$ cat src/hdl/assert_macros.svh
// Assertion helpers for the RTL.
`ifndef ASSERT_MACROS_SVH
`define ASSERT_MACROS_SVH

// Check cons in the same cycle as ante.
`define LMSS_ASSERT_IMP(lbl, clk, rst, ante, cons, msg) \
  lbl: assert property (@(posedge clk) disable iff (rst) (ante) |-> (cons)) \
    else $error(msg);

// Check cons in the cycle after ante.
`define LMSS_ASSERT_NXT(lbl, clk, rst, ante, cons, msg) \
  lbl: assert property (@(posedge clk) disable iff (rst) (ante) |=> (cons)) \
    else $error(msg);

`endif

$ cat src/hdl/lmss_pkg.sv
`default_nettype none

package lmss_pkg;

  localparam int ID_W  = 10;
  localparam int SID_W = 8;
  localparam int CMD_W = 4;
  localparam int ST_W  = 3;

  localparam int DEF_NUM_STACKS   = 256;
  localparam int DEF_NUM_ELEMENTS = 1024;

  typedef enum logic [CMD_W-1:0] {
    CMD_PUSH        = 4'd0,
    CMD_POP         = 4'd1,
    CMD_TRY_POP     = 4'd2,
    CMD_REMOVE      = 4'd3,
    CMD_IN_STACK    = 4'd4,
    CMD_EXCHANGE    = 4'd5,
    CMD_TOP         = 4'd6,
    CMD_NEXT        = 4'd7,
    CMD_REMOVE_NEXT = 4'd8,
    CMD_IS_EMPTY    = 4'd9
  } cmd_t;

  typedef enum logic [ST_W-1:0] {
    ST_OK       = 3'd0,
    ST_RESERVED = 3'd1,
    ST_LINKED   = 3'd2,
    ST_EMPTY    = 3'd3,
    ST_MISSING  = 3'd4
  } status_t;

  typedef enum logic [3:0] {
    S_CLEAR,
    S_IDLE,
    S_READ,
    S_POP,
    S_WALK,
    S_RM_CLR,
    S_RN_LINK,
    S_RN_CLR,
    S_EX_NY,
    S_EX_W1,
    S_EX_W2,
    S_EX_W3,
    S_EX_W4,
    S_DONE
  } state_t;

  typedef struct packed {
    logic [CMD_W-1:0] command;
    logic [SID_W-1:0] stack_id;
    logic [ID_W-1:0]  element;
    logic [ID_W-1:0]  other_element;
  } req_t;

  typedef struct packed {
    logic [ID_W-1:0] result_element;
    logic            flag;
    logic [ST_W-1:0] status;
  } rsp_t;

endpackage

`default_nettype wire

$ cat src/hdl/lmss_ctrl.sv
`default_nettype none
`include "assert_macros.svh"

module lmss_ctrl #(
  parameter  int NUM_STACKS   = lmss_pkg::DEF_NUM_STACKS,
  parameter  int NUM_ELEMENTS = lmss_pkg::DEF_NUM_ELEMENTS,
  localparam int SW           = $clog2(NUM_STACKS),
  localparam int EW           = $clog2(NUM_ELEMENTS)
) (
  input  wire logic                         clk,
  input  wire logic                         rst,
  input  wire logic                         req_valid,
  output logic                              req_stall,
  input  wire lmss_pkg::req_t               req,
  output logic                              rsp_valid,
  input  wire logic                         rsp_stall,
  output lmss_pkg::rsp_t                    rsp,
  output logic                              top_we,
  output logic [SW-1:0]                     top_waddr,
  output logic [lmss_pkg::ID_W-1:0]         top_wdata,
  output logic [SW-1:0]                     top_raddr,
  input  wire logic [lmss_pkg::ID_W-1:0]    top_rdata,
  output logic                              next_we,
  output logic [EW-1:0]                     next_waddr,
  output logic [lmss_pkg::ID_W-1:0]         next_wdata,
  output logic [EW-1:0]                     next_raddr,
  input  wire logic [lmss_pkg::ID_W-1:0]    next_rdata
);

  localparam int CLR_N = (NUM_STACKS > NUM_ELEMENTS) ? NUM_STACKS : NUM_ELEMENTS;
  localparam int CW    = $clog2(CLR_N);
  localparam int SCW   = $clog2(NUM_ELEMENTS + 1);
  localparam logic [SCW-1:0] WALK_MAX = SCW'(NUM_ELEMENTS);
  localparam logic [CW-1:0]  CLR_LAST = CW'(CLR_N - 1);

  function automatic logic [SW-1:0] sidx(input logic [31:0] w);
    return w[SW-1:0];
  endfunction

  function automatic logic [EW-1:0] eidx(input logic [31:0] w);
    return w[EW-1:0];
  endfunction

  lmss_pkg::state_t  state, state_next;
  lmss_pkg::cmd_t    cmd;
  lmss_pkg::status_t st;

  logic [lmss_pkg::SID_W-1:0] sid;
  logic [lmss_pkg::ID_W-1:0]  x, y, tos, nx, prev, pred_x, pred_y, a_fin, b_fin, res;
  logic                       flag, s_ok, x_ok, y_ok, first, phase;
  logic [SCW-1:0]             steps;
  logic [CW-1:0]              clr_cnt;

  logic [lmss_pkg::ID_W-1:0]  cur, target, a_mid, b_mid, a_pre, b_pre;
  logic                       walk_end, walk_hit, arg_err;

  always_comb begin
    cur      = first ? tos : next_rdata;
    target   = phase ? y : x;
    walk_end = (cur == '0) || (steps == WALK_MAX);
    walk_hit = !walk_end && (cur == target);
    a_mid    = (pred_y == x) ? x : nx;
    a_pre    = (a_mid == y) ? x : a_mid;
    b_mid    = (pred_x == y) ? y : next_rdata;
    b_pre    = (b_mid == x) ? y : b_mid;
  end

  always_comb begin
    case (cmd) inside
      lmss_pkg::CMD_PUSH, lmss_pkg::CMD_TRY_POP,
      lmss_pkg::CMD_REMOVE, lmss_pkg::CMD_IN_STACK:  arg_err = !s_ok || !x_ok;
      lmss_pkg::CMD_POP, lmss_pkg::CMD_TOP,
      lmss_pkg::CMD_IS_EMPTY:                        arg_err = !s_ok;
      lmss_pkg::CMD_NEXT, lmss_pkg::CMD_REMOVE_NEXT: arg_err = !x_ok;
      lmss_pkg::CMD_EXCHANGE:                        arg_err = !s_ok || !x_ok || !y_ok;
      default:                                       arg_err = 1'b0;
    endcase
  end

  always_comb begin
    state_next = state;
    unique case (state)
      lmss_pkg::S_CLEAR: begin
        if (clr_cnt == CLR_LAST) state_next = lmss_pkg::S_IDLE;
      end
      lmss_pkg::S_IDLE: begin
        if (req_valid) state_next = lmss_pkg::S_READ;
      end
      lmss_pkg::S_READ: begin
        state_next = lmss_pkg::S_DONE;
        if (!arg_err) begin
          case (cmd)
            lmss_pkg::CMD_POP: begin
              if (top_rdata != '0) state_next = lmss_pkg::S_POP;
            end
            lmss_pkg::CMD_REMOVE, lmss_pkg::CMD_IN_STACK: state_next = lmss_pkg::S_WALK;
            lmss_pkg::CMD_EXCHANGE: begin
              if (x != y) state_next = lmss_pkg::S_WALK;
            end
            lmss_pkg::CMD_REMOVE_NEXT: begin
              if (next_rdata != '0) state_next = lmss_pkg::S_RN_LINK;
            end
            default: state_next = lmss_pkg::S_DONE;
          endcase
        end
      end
      lmss_pkg::S_POP:     state_next = lmss_pkg::S_DONE;
      lmss_pkg::S_WALK: begin
        if (walk_end) begin
          state_next = lmss_pkg::S_DONE;
        end else if (walk_hit) begin
          case (cmd)
            lmss_pkg::CMD_REMOVE: begin
              state_next = (prev == '0) ? lmss_pkg::S_DONE : lmss_pkg::S_RM_CLR;
            end
            lmss_pkg::CMD_EXCHANGE: begin
              state_next = phase ? lmss_pkg::S_EX_NY : lmss_pkg::S_WALK;
            end
            default: state_next = lmss_pkg::S_DONE;
          endcase
        end
      end
      lmss_pkg::S_RM_CLR:  state_next = lmss_pkg::S_DONE;
      lmss_pkg::S_RN_LINK: state_next = lmss_pkg::S_RN_CLR;
      lmss_pkg::S_RN_CLR:  state_next = lmss_pkg::S_DONE;
      lmss_pkg::S_EX_NY:   state_next = lmss_pkg::S_EX_W1;
      lmss_pkg::S_EX_W1:   state_next = lmss_pkg::S_EX_W2;
      lmss_pkg::S_EX_W2:   state_next = lmss_pkg::S_EX_W3;
      lmss_pkg::S_EX_W3:   state_next = lmss_pkg::S_EX_W4;
      lmss_pkg::S_EX_W4:   state_next = lmss_pkg::S_DONE;
      lmss_pkg::S_DONE: begin
        if (!rsp_valid || !rsp_stall) state_next = lmss_pkg::S_IDLE;
      end
      default: state_next = lmss_pkg::S_IDLE;
    endcase
  end

  always_comb begin
    req_stall  = (state != lmss_pkg::S_IDLE);
    top_raddr  = sidx(32'(sid));
    next_raddr = eidx(32'(x));
    top_we     = 1'b0;
    top_waddr  = sidx(32'(sid));
    top_wdata  = '0;
    next_we    = 1'b0;
    next_waddr = eidx(32'(x));
    next_wdata = '0;
    unique case (state)
      lmss_pkg::S_CLEAR: begin
        top_we     = 32'(clr_cnt) < NUM_STACKS;
        top_waddr  = sidx(32'(clr_cnt));
        next_we    = 32'(clr_cnt) < NUM_ELEMENTS;
        next_waddr = eidx(32'(clr_cnt));
      end
      lmss_pkg::S_IDLE: begin
        top_raddr  = sidx(32'(req.stack_id));
        next_raddr = eidx(32'(req.element));
      end
      lmss_pkg::S_READ: begin
        next_raddr = (cmd == lmss_pkg::CMD_POP) ? eidx(32'(top_rdata)) : eidx(32'(next_rdata));
        if (!arg_err) begin
          case (cmd)
            lmss_pkg::CMD_PUSH: begin
              if (next_rdata == '0 && top_rdata != x) begin
                top_we     = 1'b1;
                top_wdata  = x;
                next_we    = 1'b1;
                next_wdata = top_rdata;
              end
            end
            lmss_pkg::CMD_TRY_POP: begin
              if (top_rdata == x) begin
                top_we    = 1'b1;
                top_wdata = next_rdata;
                next_we   = 1'b1;
              end
            end
            default: ;
          endcase
        end
      end
      lmss_pkg::S_POP: begin
        top_we     = 1'b1;
        top_wdata  = next_rdata;
        next_we    = 1'b1;
        next_waddr = eidx(32'(tos));
      end
      lmss_pkg::S_WALK: begin
        next_raddr = eidx(32'(cur));
        if (walk_hit && cmd == lmss_pkg::CMD_REMOVE) begin
          if (prev == '0) begin
            top_we    = 1'b1;
            top_wdata = nx;
            next_we   = 1'b1;
          end else begin
            next_we    = 1'b1;
            next_waddr = eidx(32'(prev));
            next_wdata = nx;
          end
        end
      end
      lmss_pkg::S_RM_CLR: next_we = 1'b1;
      lmss_pkg::S_RN_LINK: begin
        next_we    = 1'b1;
        next_wdata = next_rdata;
      end
      lmss_pkg::S_RN_CLR: begin
        next_we    = 1'b1;
        next_waddr = eidx(32'(res));
      end
      lmss_pkg::S_EX_W1: begin
        if (pred_x == '0) begin
          top_we    = 1'b1;
          top_wdata = y;
        end else begin
          next_we    = 1'b1;
          next_waddr = eidx(32'(pred_x));
          next_wdata = y;
        end
      end
      lmss_pkg::S_EX_W2: begin
        if (pred_y == '0) begin
          top_we    = 1'b1;
          top_wdata = x;
        end else begin
          next_we    = 1'b1;
          next_waddr = eidx(32'(pred_y));
          next_wdata = x;
        end
      end
      lmss_pkg::S_EX_W3: begin
        next_we    = 1'b1;
        next_wdata = b_fin;
      end
      lmss_pkg::S_EX_W4: begin
        next_we    = 1'b1;
        next_waddr = eidx(32'(y));
        next_wdata = a_fin;
      end
      lmss_pkg::S_EX_NY, lmss_pkg::S_DONE: ;
      default: ;
    endcase
  end

  always_ff @(posedge clk) begin
    if (rst) begin
      state     <= lmss_pkg::S_CLEAR;
      clr_cnt   <= '0;
      rsp_valid <= 1'b0;
    end else begin
      state <= state_next;
      if (state == lmss_pkg::S_CLEAR) clr_cnt <= clr_cnt + CW'(1);
      if (rsp_valid && !rsp_stall) rsp_valid <= 1'b0;
      if (state == lmss_pkg::S_DONE && (!rsp_valid || !rsp_stall)) rsp_valid <= 1'b1;
    end
  end

  always_ff @(posedge clk) begin
    if (state == lmss_pkg::S_DONE && (!rsp_valid || !rsp_stall)) begin
      rsp.result_element <= res;
      rsp.flag           <= flag;
      rsp.status         <= st;
    end
    case (state)
      lmss_pkg::S_IDLE: begin
        if (req_valid) begin
          cmd  <= lmss_pkg::cmd_t'(req.command);
          sid  <= req.stack_id;
          x    <= req.element;
          y    <= req.other_element;
          s_ok <= (req.stack_id != '0) && (32'(req.stack_id) < NUM_STACKS);
          x_ok <= (req.element != '0) && (32'(req.element) < NUM_ELEMENTS);
          y_ok <= (req.other_element != '0) && (32'(req.other_element) < NUM_ELEMENTS);
          res  <= '0;
          flag <= 1'b0;
          st   <= lmss_pkg::ST_OK;
        end
      end
      lmss_pkg::S_READ: begin
        tos   <= top_rdata;
        nx    <= next_rdata;
        first <= 1'b1;
        phase <= 1'b0;
        prev  <= '0;
        steps <= '0;
        if (arg_err) begin
          st <= lmss_pkg::ST_RESERVED;
        end else begin
          case (cmd)
            lmss_pkg::CMD_PUSH: begin
              if (next_rdata != '0 || top_rdata == x) st <= lmss_pkg::ST_LINKED;
              else flag <= 1'b1;
            end
            lmss_pkg::CMD_POP: begin
              if (top_rdata == '0) begin
                st <= lmss_pkg::ST_EMPTY;
              end else begin
                res  <= top_rdata;
                flag <= 1'b1;
              end
            end
            lmss_pkg::CMD_TRY_POP: begin
              if (top_rdata == x) begin
                res  <= x;
                flag <= 1'b1;
              end
            end
            lmss_pkg::CMD_EXCHANGE: begin
              if (x == y) st <= lmss_pkg::ST_MISSING;
            end
            lmss_pkg::CMD_TOP: begin
              res  <= top_rdata;
              flag <= (top_rdata != '0);
            end
            lmss_pkg::CMD_NEXT: begin
              res  <= next_rdata;
              flag <= (next_rdata != '0);
            end
            lmss_pkg::CMD_REMOVE_NEXT: begin
              if (next_rdata != '0) begin
                res  <= next_rdata;
                flag <= 1'b1;
              end
            end
            lmss_pkg::CMD_IS_EMPTY: flag <= (top_rdata == '0);
            default: ;
          endcase
        end
      end
      lmss_pkg::S_WALK: begin
        if (walk_end) begin
          if (cmd == lmss_pkg::CMD_EXCHANGE) st <= lmss_pkg::ST_MISSING;
        end else if (walk_hit) begin
          case (cmd)
            lmss_pkg::CMD_IN_STACK: flag <= 1'b1;
            lmss_pkg::CMD_REMOVE: begin
              res  <= x;
              flag <= 1'b1;
            end
            lmss_pkg::CMD_EXCHANGE: begin
              if (!phase) begin
                pred_x <= prev;
                phase  <= 1'b1;
                first  <= 1'b1;
                prev   <= '0;
                steps  <= '0;
              end else begin
                pred_y <= prev;
              end
            end
            default: ;
          endcase
        end else begin
          prev  <= cur;
          steps <= steps + SCW'(1);
          first <= 1'b0;
        end
      end
      lmss_pkg::S_EX_NY: begin
        a_fin <= a_pre;
        b_fin <= b_pre;
        flag  <= 1'b1;
      end
      default: ;
    endcase
  end

  `LMSS_ASSERT_IMP(a_idle_no_write, clk, rst, state == lmss_pkg::S_IDLE, !top_we && !next_we, "memory written while idle")
  `LMSS_ASSERT_IMP(a_walk_bound, clk, rst, state == lmss_pkg::S_WALK, steps <= WALK_MAX, "list walk past its bound")
  `LMSS_ASSERT_IMP(a_rsp_from_done, clk, rst, $rose(rsp_valid), $past(state) == lmss_pkg::S_DONE, "response loaded outside done")
  `LMSS_ASSERT_NXT(a_clear_len, clk, rst, state == lmss_pkg::S_CLEAR && clr_cnt != CLR_LAST, state == lmss_pkg::S_CLEAR, "clearing pass cut short")

endmodule

`default_nettype wire

$ cat config.mk
export PLATFORM = sky130hd
export DESIGN_NAME = lmss_ctrl
export DESIGN_NICKNAME = d
export VERILOG_FILES = /design/src/hdl/lmss_pkg.sv /design/src/hdl/lmss_ctrl.sv
export VERILOG_INCLUDE_DIRS = /design/src /design/src/hdl
export SDC_FILE = /design/constraint.sdc
export NUM_CORES = 1
export LEC_CHECK = 0
export ABC_CLOCK_PERIOD_IN_PS = 7200
export BUFFER_PORTS_ARGS = -buffer_cell sky130_fd_sc_hd__clkbuf_2
export CAP_MARGIN = 15
export CORE_UTILIZATION = 40
export DETAILED_ROUTE_END_ITERATION = 8
export PLACE_DENSITY = 0.71
export SYNTH_ARGS = -nofsm -noshare
export SYNTH_HDL_FRONTEND = slang
export SYNTH_SLANG_ARGS = --single-unit
$ cat constraint.sdc
create_clock -name clk -period 7.2 [get_ports clk]
set_input_delay 0.36 -clock clk [delete_from_list [all_inputs] [get_ports clk]]
set_output_delay 0.36 -clock clk [all_outputs]
set_load 0.02 [all_outputs]
==> impl_metrics.csv <==
group,metric,value,unit
status,outcome,"finished, final reports clean",
routing,initialDrtViolationCount,1385,
routing,drt.antenna.violating_nets,0,
floorplan,die_area,25200,um^2
yosys,synthXorXnorAreaFrac,0.0793,
global_routing,grt_max_degree,36,
yosys,synth_simple_gate_area_share,0.162,
timing,whs,0.106,ns
yosys,muxShareOfSynthArea,0.0612,
routing,wl_met3,4.20,mm
critical_path,worstPathMaxFanout,22,
critical_path,crit_path_start_kind,"flop",
yosys,synth_compound_area_frac,0.173,
yosys,ys.flop_type,"edfxtp_1",
run,drv_cap,0,
place,port-buffer-count,129,
yosys,synth_warnings,0,
timing,fmax,196,MHz
final_layout,final_cell_mix,"edfxtp_1 (146), clkbuf_2 (129), nand2_1 (88)",
power_and_ir_drop,irDropWorstVdd,0.000136,V
clock_network,clock_latency,0.44,ns
place,dp.cells,1363,
final_layout,antenna_cells,0,
yosys,syn_area_per_cell,10.1,um^2
yosys,synthAdderAreaFrac,0.00382,
yosys,synth_top_family_by_area,"compound AO/OA/AOI/OAI gates",
clock_network,numCtsBuffers,17,
clock_network,tritoncts,"built",
timing,rsz0062_at_grt,"no",
clock_network,h-tree-depth,4,
timing,finalHoldViolCount,0,
final_layout,layout_commonest_cell,"edfxtp_1",
floorplan,pin_count,130,
critical_path,ff2ff_setup_slack,3.54,ns
routing,routed_via_density,6.44,
floorplan,start_util,0.406,
critical_path,worst_ep_required_time,6.84,ns
timing,slew_viol_final,0,
critical_path,worst_setup_path_end_kind,"output pin",
routing,top_layer_used,"met4",
global_routing,overflow,0,
global_routing,antenna_found_initial,0,
clock_network,clk_path_buf_depth,2,
routing,vias,8979,
power_and_ir_drop,power_density,184,nW/um^2
floorplan,die_x,159,um
worst_hold_path,min-delay-path-class,"in -> reg",
clock_network,post_cts_buffers,0,
yosys,synth-seq-area-share,0.476,
routing,post-route-drc-count,0,
timing,fin_crit,5.11,ns
yosys,postSynthNetCount,1033,
final_layout,area_growth,15.2,%
global_routing,grt_pass1_vias,8503,
yosys,synth_edf_count,146,
routing,firstDrtPassIters,7,
final_layout,drive_gt1_frac,0.205,
critical_path,worstPathArrival,4.75,ns
final_layout,fill_cells,2292,
routing,totalWireLength,36.5,mm
clock_network,cts_sinks,161,
critical_path,path_class,"reg -> out",
yosys,ys_types,64,
final_layout,final_cells,1395,
timing,clock-skew-final,0.0191,ns
clock_network,clkSlewWorstSetupHoldPaths,0.06,ns
clock_network,cts-root-buf,"clkbuf_16",
global_routing,grt_pass1_wl,53.7,mm
timing,final-setup-viol-count,0,
floorplan,rows,57,
place,hpwl,26.2,mm
global_routing,grt.total_usage,0.290,
floorplan,die_y,159,um
routing,met1Wirelength,14.0,mm
timing,fin_crit_sh,0.710,
power_and_ir_drop,p_leak,4.24,nW
final_layout,fin_nets,1118,
yosys,synth_area,9840,um^2
yosys,async_flop_share,0,
routing,wire_per_inst,26.2,um
timing,relSlewSlack,0.170,
place,gp_congestion,0.969,
yosys,ys_ff_latch,161,
yosys,netlist_instances,974,
routing,route.met2.wl,16.1,mm
clock_network,cts_resized,0,
timing,worst_pin_slew,1.23,ns
clock_network,cts-hold-fix-buffers,0,
timing,tns,0,ns
floorplan,fp.coreArea,24200,um^2
## final cells by class
class                   count  area [um^2]  share of cell area
multi-input cells         713         4760               0.420
well taps                 324          405              0.0358
inverters                  17         63.8             0.00563
clock inverters            13          199              0.0176
clock buffers              18          429              0.0379
flip-flops and latches    161         4680               0.413
repair buffers            149          796              0.0702
## Yosys cell counts (7+ instances only)
| cell | instances | area share |
|---|---|---|
| nand2_1 | 88 | 0.034 |
| a2bb2oi_1 | 7 | 0.0062 |
| dfxtp_1 | 15 | 0.031 |
| buf_1 | 8 | 0.0031 |
| mux2i_1 | 32 | 0.033 |
| a22o_1 | 22 | 0.020 |
| nor4_1 | 33 | 0.021 |
| xor2_1 | 63 | 0.056 |
| o21ai_0 | 36 | 0.018 |
| nand3_1 | 32 | 0.016 |
| nor2b_1 | 7 | 0.0045 |
| mux2_2 | 25 | 0.029 |
| a22oi_1 | 46 | 0.035 |
| edfxtp_1 | 146 | 0.45 |
| a21oi_1 | 46 | 0.023 |
| clkbuf_1 | 56 | 0.021 |
| a222oi_1 | 17 | 0.017 |
| nor2_1 | 85 | 0.032 |
| xnor2_1 | 26 | 0.023 |
| o211ai_1 | 15 | 0.011 |
| inv_1 | 17 | 0.0065 |
| nor3_1 | 16 | 0.0081 |
| nand4_1 | 15 | 0.0095 |
| buf_2 | 14 | 0.0071 |
## state kept, by name, indices dropped and copies added (netlist names), 3 cells and up
signal	flops
rsp	14
steps	11
a_fin	10
b_fin	10
clr_cnt	10
nx	10
pred_x	10
pred_y	10
prev	10
res	10
tos	10
x	10
y	10
sid	8
cmd	4
state	4
st	3
## layer usage
layer,global-route usage,vias up
met5,0,-
met4,0.171,0
met3,0.0778,165
met2,0.432,681
met1,0.376,4266
li1,-,3867
## power breakdown
part	total, mW	switching (mW)	internal [mW]
Clock	0.987	0.399	0.588
Sequential	1.01	0.00346	1.01
Combinational	0.0890	0.0581	0.0308
## logic make-up after synthesis
logic type                 Yosys count
AOI/OAI and AO/OA                  242
DFF                                161
muxes                               57
xor gates and xnor gates            89
and+or+nand+nor                    322
buffers and inverters              100
adders and majority gates            3
## stage by stage
stage / worst slack, ns / area (um^2) / utilization / power, mW
final: 2.09 / 11300 / 0.467 / 2.09
after global routing: 1.74 / 11300 / 0.467 / 2.14
after CTS: 2.15 / 11300 / 0.467 / 2.09
after detailed placement: 2.63 / 10700 / 0.441 / 1.12
after global placement: 2.82 / 10700 / 0.441 / 1.12
after floorplan: 3.82 / 9840 / - / 1.08
## path summary, 6_finish.rpt
check                start  cells after the start            end
setup / recovery  state[0]                      8  next_waddr[4]
hold / removal     req[29]                      1         cmd[1]
setup reg to reg  state[0]                      6       steps[2]
hold reg to reg      st[0]                      0         rsp[0]
## critical path: stages, from the launching register on
cell and delay [ns]:
dfxtp_1 0.50, nor2_1 0.61, nand2_1 0.71, inv_1 0.72, nand2_1 0.19, nor3_2 0.86
a211oi_1 0.19, a211oi_1 0.30, clkbuf_2 0.22
(Power assumes the default switching activity.)
